## config.mk

```make
export PLATFORM = sky130hd
export DESIGN_NAME = drf_mod_unit
export DESIGN_NICKNAME = d
export VERILOG_FILES = /design/src/drf_pkg.sv /design/src/drf_mod_unit.sv
export SDC_FILE = /design/constraint.sdc
export NUM_CORES = 1
export LEC_CHECK = 0
export BUFFER_PORTS_ARGS = -buffer_cell sky130_fd_sc_hd__buf_2
export CORE_ASPECT_RATIO = 0.6
export CORE_MARGIN = 1
export CORE_UTILIZATION = 60
export CTS_CLUSTER_DIAMETER = 200
export DETAILED_ROUTE_END_ITERATION = 12
export HOLD_SLACK_MARGIN = 0.05
export PLACE_DENSITY = 0.93
export REMOVE_ABC_BUFFERS = 1
export SYNTH_ARGS = -nofsm -noshare
export SYNTH_HDL_FRONTEND = slang
export SYNTH_SLANG_ARGS = --single-unit
```

## constraint.sdc

```tcl
create_clock -name clk -period 7.15 [get_ports clk]
set_input_delay 0.3575 -clock clk [delete_from_list [all_inputs] [get_ports clk]]
set_output_delay 0.3575 -clock clk [all_outputs]
set_load 0.01 [all_outputs]
```

## src/drf_pkg.sv

```systemverilog
// shared types, codes and defaults for the duplicate read filter
package drf_pkg;

  localparam int MAX_CHROMS_DEF = 4;
  localparam int POSITIONS_DEF  = 16384;
  localparam int COUNT_BITS_DEF = 16;

  // widths fixed by the item layout
  localparam int CMD_W    = 2;
  localparam int FLAG_W   = 12;
  localparam int CHROM_W  = 2;
  localparam int START_W  = 14;
  localparam int RND_W    = 31;
  localparam int OCOUNT_W = 16;
  localparam int CIU_W    = 3;
  localparam int STEP_W   = 5;

  localparam int IN_TDATA_W  = 80;
  localparam int OUT_TDATA_W = 24;
  localparam int CFG_ADDR_W  = 3;
  localparam int CFG_DATA_W  = 32;

  localparam logic [CMD_W-1:0] CMD_COUNT   = 2'd0;
  localparam logic [CMD_W-1:0] CMD_RESOLVE = 2'd1;
  localparam logic [CMD_W-1:0] CMD_QUERY   = 2'd2;

  localparam logic [FLAG_W-1:0] PAIR_FLAG_A = 12'd99;
  localparam logic [FLAG_W-1:0] PAIR_FLAG_B = 12'd83;

  localparam logic             CFG_IDX_CHROMS = 1'b0;
  localparam logic [CIU_W-1:0] CHROMS_RESET   = 3'd4;

  localparam logic STATUS_OK        = 1'b0;
  localparam logic STATUS_BAD_CHROM = 1'b1;

  // command to the shared remainder unit
  typedef struct packed {
    logic              start;
    logic [STEP_W-1:0] steps;
  } drf_mod_ctl_t;

endpackage

```

## src/drf_mod_unit.sv

```systemverilog
// shared restoring remainder unit, one dividend bit per cycle
module drf_mod_unit import drf_pkg::*; #(
  parameter int DIV_W = 16
) (
  input  logic             clk,
  input  logic             rst_n,
  input  drf_mod_ctl_t     ctl,
  input  logic [RND_W-1:0] dividend,   // left aligned, msb first
  input  logic [DIV_W-1:0] divisor,
  output logic             done,
  output logic [DIV_W-1:0] remainder
);

  logic              busy_r;
  logic              done_r;
  logic [STEP_W-1:0] step_cnt_r;
  logic [RND_W-1:0]  dvd_r;
  logic [DIV_W-1:0]  dvs_r;
  logic [DIV_W-1:0]  rem_r;

  logic [DIV_W:0]   trial;
  logic [DIV_W:0]   diff;
  logic [DIV_W-1:0] rem_step;

  always_comb begin
    trial = {rem_r, dvd_r[RND_W-1]};
    diff  = trial - {1'b0, dvs_r};
    // remainder stays below the divisor, so the difference fits
    if (trial >= {1'b0, dvs_r}) begin
      rem_step = diff[DIV_W-1:0];
    end else begin
      rem_step = trial[DIV_W-1:0];
    end
  end

  always_ff @(posedge clk) begin
    if (!rst_n) begin
      busy_r     <= 1'b0;
      done_r     <= 1'b0;
      step_cnt_r <= '0;
    end else begin
      done_r <= 1'b0;
      if (ctl.start) begin
        busy_r     <= 1'b1;
        step_cnt_r <= ctl.steps;
      end else if (busy_r) begin
        step_cnt_r <= step_cnt_r - STEP_W'(1);
        if (step_cnt_r == STEP_W'(1)) begin
          busy_r <= 1'b0;
          done_r <= 1'b1;
        end
      end
    end
  end

  always_ff @(posedge clk) begin
    if (ctl.start) begin
      dvd_r <= dividend;
      dvs_r <= divisor;
      rem_r <= '0;
    end else if (busy_r) begin
      dvd_r <= {dvd_r[RND_W-2:0], 1'b0};
      rem_r <= rem_step;
    end
  end

  assign done      = done_r;
  assign remainder = rem_r;

endmodule

```

==> Word level (Yosys, flattened, before mapping) <==
Index checks and enable logic that the tools add are counted.
{ "word_totals": {"inputBits": 55, "elab_cells": 23, "ff_bits": 70} }
{ "classes": {"n_reduce_logical": 2, "add_sub_neg": 2, "magnitude_cmp": 1, "n_mux": 9, "bitwise_logic": 2, "n_eq_ne": 1} }
{ "ops": {"columns": ["op", "n"], "rows": [
  ["two-way mux 31 bit", 2],
  ["greater-or-equal comparator 17 x 16 -> 1 bit", 1],
  ["two-way mux 16 bit", 1],
  ["subtractor 16 bit", 1],
  ["two-way mux 5 bit", 2],
  ["== test 5 x 1 -> 1 bit (second input constant)", 1],
  ["subtractor 5 x 1 -> 5 bit (second input constant)", 1],
  ["two-way mux 1 bit", 4],
  ["OR reduction 3 bit", 1],
  ["NOT 1 bit", 2],
  ["nonzero test 2 bit", 1]
]} }

==> Logic depth before layout (Yosys ltp) <==
{ "logic_depth": {"depth_word": 4, "ltp_mapped": 11} }

==> Worst setup path before layout <==
OpenSTA, ideal clock, no wires.
{ "synth_timing": {"path_type": "register to register", "start": "register dvd_r[30]", "end": "register rem_r[10] (netlist: remainder[10])", "path_stages_with_launch": 11, "setup_slack_ps": 4751, "n_path_buf": 0, "t_arrival_ps": 2277, "t_required_ps": 7028, "cell_sequence": "edfxtp_1 > inv_1 > ha_1 > inv_1 > fa_1 > a21o_1 > a221oi_1 > o221ai_1 > xnor2_1 > a211oi_1 > a311o_1"} }
{ "synth_between": {"elab_chain_len": 2} }
{ "synth_rtl": {"columns": ["item", "line_no", "rtl"], "rows": [
  ["from (decl)", "drf_mod_unit.sv:17", "logic [RND_W-1:0] dvd_r;"],
  ["from (signal assigned)", "drf_mod_unit.sv:58", "dvd_r <= dividend;"],
  ["from (signal assigned)", "drf_mod_unit.sv:62", "dvd_r <= {dvd_r[RND_W-2:0], 1'b0};"],
  ["subtractor 16 bit / greater-or-equal comparator 17 x 16 -> 1 bit (equally long branches)", "drf_mod_unit.sv:27, drf_mod_unit.sv:29", null],
  ["two-way mux 16 bit (*)", "drf_mod_unit.sv:29", "if (trial >= {1'b0, dvs_r}) begin"],
  ["to (signal assigned)", "drf_mod_unit.sv:63", "rem_r <= rem_step;"],
  ["to (decl)", "drf_mod_unit.sv:19", "logic [DIV_W-1:0] rem_r;"]
]} }
Mark *: on every way between the ends. The rest lies on a longest branch, timed or not.
A chain may end at the register's enable or synchronous reset.

==> Worst setup path after layout <==
Ends and elaborated chain as after synthesis.

==> flow_metrics.env <==
export IMPL_grt_pass1_vias=2893
export IMPL_final_cell_mix="buf_2, edfxtp_1, mux2_2"
export IMPL_ys_ff_latch=70
export IMPL_top_usage_layer="met2"
export IMPL_cts_tree="done"
export IMPL_finalPower_uw=990.3
export IMPL_maxCapViolCount=0
export IMPL_ir_drop_mv=0.1142
export IMPL_internal_power_uw=733.3
export IMPL_start_kind="flip-flop"
export IMPL_p_sw_share_pct=25.96
export IMPL_grt_use_met1_pct=37.76
export IMPL_area_growth_pct=16.85
export IMPL_fin_cells=500
export IMPL_seq_area_frac_synth_pct=49.23
export IMPL_grt_util_met3_pct=8.178
export IMPL_cts_made_buffers=9
export IMPL_drive_gt1_share_pct=32.21
export IMPL_syn_area_per_cell_sq_um=11.12
export IMPL_die_width_microns=104.8
export IMPL_pwr_share_seq_pct=48.9
export IMPL_fin_nets=485
export IMPL_finalHoldViolCount=0
export IMPL_clkSinkCount=70
export IMPL_worst_hold_slack_ns=0.1757
export IMPL_grt_pass1_wl_mm=14.15
export IMPL_synthArstFlopShare_pct=0
export IMPL_final_common_cell="buf_2"
export IMPL_place_gp_congestion=0.9489
export IMPL_p_per_area_nw_per_um2=222.9
export IMPL_crit_type="flip-flop to flip-flop"
export IMPL_synth_top_cell_area_share_pct=37.12
export IMPL_max_slew_margin_pct=21.67
export IMPL_cts_htree_levels=3
export IMPL_port_buffers=71
export IMPL_wl_per_cell_microns=17.31
export IMPL_synth_cells=342
export IMPL_skew_ns=0.008452
export IMPL_leakagePower_uw=0.001860
export IMPL_netlist_top_cells_area="edfxtp_1, dfxtp_1, mux2_2"
export IMPL_grt_use_total_pct=28.08
export IMPL_r2r_setup_slack_ns=4.33
export IMPL_status="complete, no violations"
export IMPL_fp_dieH_microns=63.67
export IMPL_netlist_area_sq_um=3802
export IMPL_start_util_pct=62.22
export IMPL_use_met2_pct=43.05
export IMPL_cp_end_kind="flip-flop"
export IMPL_min_delay_start="divisor[6]"
export IMPL_clk_path_buf_depth=2
export IMPL_post_route_min_period_ns=2.817
export IMPL_boundaryPins=72
export IMPL_yosysTopAreaCell="edfxtp_1"
export IMPL_core_sq_um=6111
export IMPL_post_route_drc_count=0
export IMPL_report_final_slew_viol_count=0
export IMPL_min_path_type="primary input to flip-flop"
export IMPL_overflow=0
export IMPL_synthFlopType="edfxtp_1"
export IMPL_clkPwrFrac_pct=36.7
export IMPL_dr_first_iter_drc_count=301
export IMPL_ant_nets=0
export IMPL_grt_antenna_before_repair=0
export IMPL_crit_arrival_ns=3.06
export IMPL_final_cell_area_sq_um=4443
export IMPL_timing_rr_start="dvd_r[30]$_DFFE_PP_"
export IMPL_path_max_fanout=4
export IMPL_synthDistinctLibCells=58
export IMPL_cts_root_buf="clkbuf_8"
export IMPL_drt_vias_per_instance=6.104
export IMPL_cp_required_ns=7.40
export IMPL_place_area_sq_um=4214
export IMPL_hold_buffers=0
export IMPL_fin_crit_sh_pct=39.39
export IMPL_dp_cells=484
export IMPL_worst_pin_slew_ns=1.174
export IMPL_postCtsSetupBuffers=0
export IMPL_grt_max_degree=66
export IMPL_clk_latency_ns=0.36
export IMPL_pwr_share_comb_pct=14.4
export IMPL_vias=3052
export IMPL_dpl_hpwl_mm=5.981
export IMPL_num_rows=22
export IMPL_post_cts_resized=0
export IMPL_finalSetupViolCount=0
export IMPL_rr_endpoint="remainder[10]$_SDFFE_PP0P_"
export IMPL_rsz0062_at_grt="no"
export IMPL_routed_wl_mm=8.656
export IMPL_min_path_cells=1
export IMPL_p_switching_uw=257.1
export IMPL_clk_pin_slew_ns=0.08
export IMPL_yosys_warnings=0
export IMPL_synth_enable_flop_cells=47
export IMPL_setup_tns_ns=0
export IMPL_dieArea_sq_um=6670
export IMPL_r2r_cells=10
export IMPL_fmax_mhz=355.0
export IMPL_dr_pass1_iters=6
export IMPL_num_antenna_cells=0
export IMPL_whs_endpoint="dvs_r[6]$_DFFE_PP_"
[power by group through the flow]
stage               Combinational (uW)  Sequential [uW]  Clock (uW)
global route                       157              488         384
finish                             143              484         363
detailed placement                 139              493           0
floorplan                         92.2              489           0
CTS                                141              484         370
global placement                   133              490           0
[worst max-delay path: stages, from the launching register on]
cell	delay, ns
edfxtp_1	0.40
inv_1	0.09
ha_1	0.17
inv_1	0.06
fa_1	0.42
a21o_1	0.24
a221oi_1	0.54
o221ai_1	0.23
xnor2_1	0.20
a211oi_1	0.07
a311o_1	0.29
[synthesized netlist by cell type (8+ instances only)]
master / number
mux2_2: 30
nand2_1: 21
dfxtp_1: 23
a21oi_1: 21
xnor2_1: 8
o21ai_0: 10
inv_1: 23
ha_1: 18
nor2_1: 26
nand3_1: 8
edfxtp_1: 47
nor3_1: 8
[layout make-up]
cell class / count / area [sq um]
flip-flops and latches: 70 / 1872
multi-input cells: 234 / 1780
fillers: 444 / 1668
repair buffers: 73 / 370.4
clock buffers: 9 / 123.9
clock inverters: 7 / 105.1
well taps: 84 / 105.1
inverters: 23 / 86.33
[sequential cells by signal, summed over array words and instances, names as in the netlist]
register	count
busy_r	1
done	1
dvd_r	31
dvs_r	16
remainder	16
step_cnt_r	5
[routing by layer]
layer  vias up  wire [microns]
met2       183            3873
met1      1422            3696
li1       1414               -
met5         -               0
met3        33             870
met4         0             216
[per-stage QoR]
step	setup WS, ns	utilization [%]
after CTS	4.433	72.71
after global routing	4.201	72.71
final	4.333	72.71
after floorplan	4.740	-
after detailed placement	4.453	68.96
after global placement	4.564	68.96
[cell families (layout without fill, tap and decap cells)]
logic type / after synthesis / after routing / share of synthesized area (%)
adders and majority gates: 19 / 19 / 6.450
DFF: 70 / 70 / 49.23
xor gates and xnor gates: 14 / 14 / 3.225
muxes: 30 / 30 / 8.884
buffers and inverters: 38 / 112 / 3.949
and+or+nand+nor: 88 / 88 / 11.22
AOI/OAI and AO/OA: 83 / 83 / 17.05
[worst max-delay path by stage]
stage               slack (ns)  depth (start not counted)                    endpoint                 from
CTS                       4.43                         10  remainder[10]$_SDFFE_PP0P_  dvd_r[30]$_DFFE_PP_
finish                    4.33                         10  remainder[10]$_SDFFE_PP0P_  dvd_r[30]$_DFFE_PP_
detailed placement        4.45                         10  remainder[10]$_SDFFE_PP0P_  dvd_r[30]$_DFFE_PP_
floorplan                 4.74                         10  remainder[10]$_SDFFE_PP0P_  dvd_r[30]$_DFFE_PP_
global placement          4.56                          2         dvd_r[11]$_DFFE_PP_    busy_r$_SDFF_PN0_
global route              4.20                          7   remainder[9]$_SDFFE_PP0P_   dvs_r[4]$_DFFE_PP_
No activity file was read; power rests on OpenSTA's default activity.
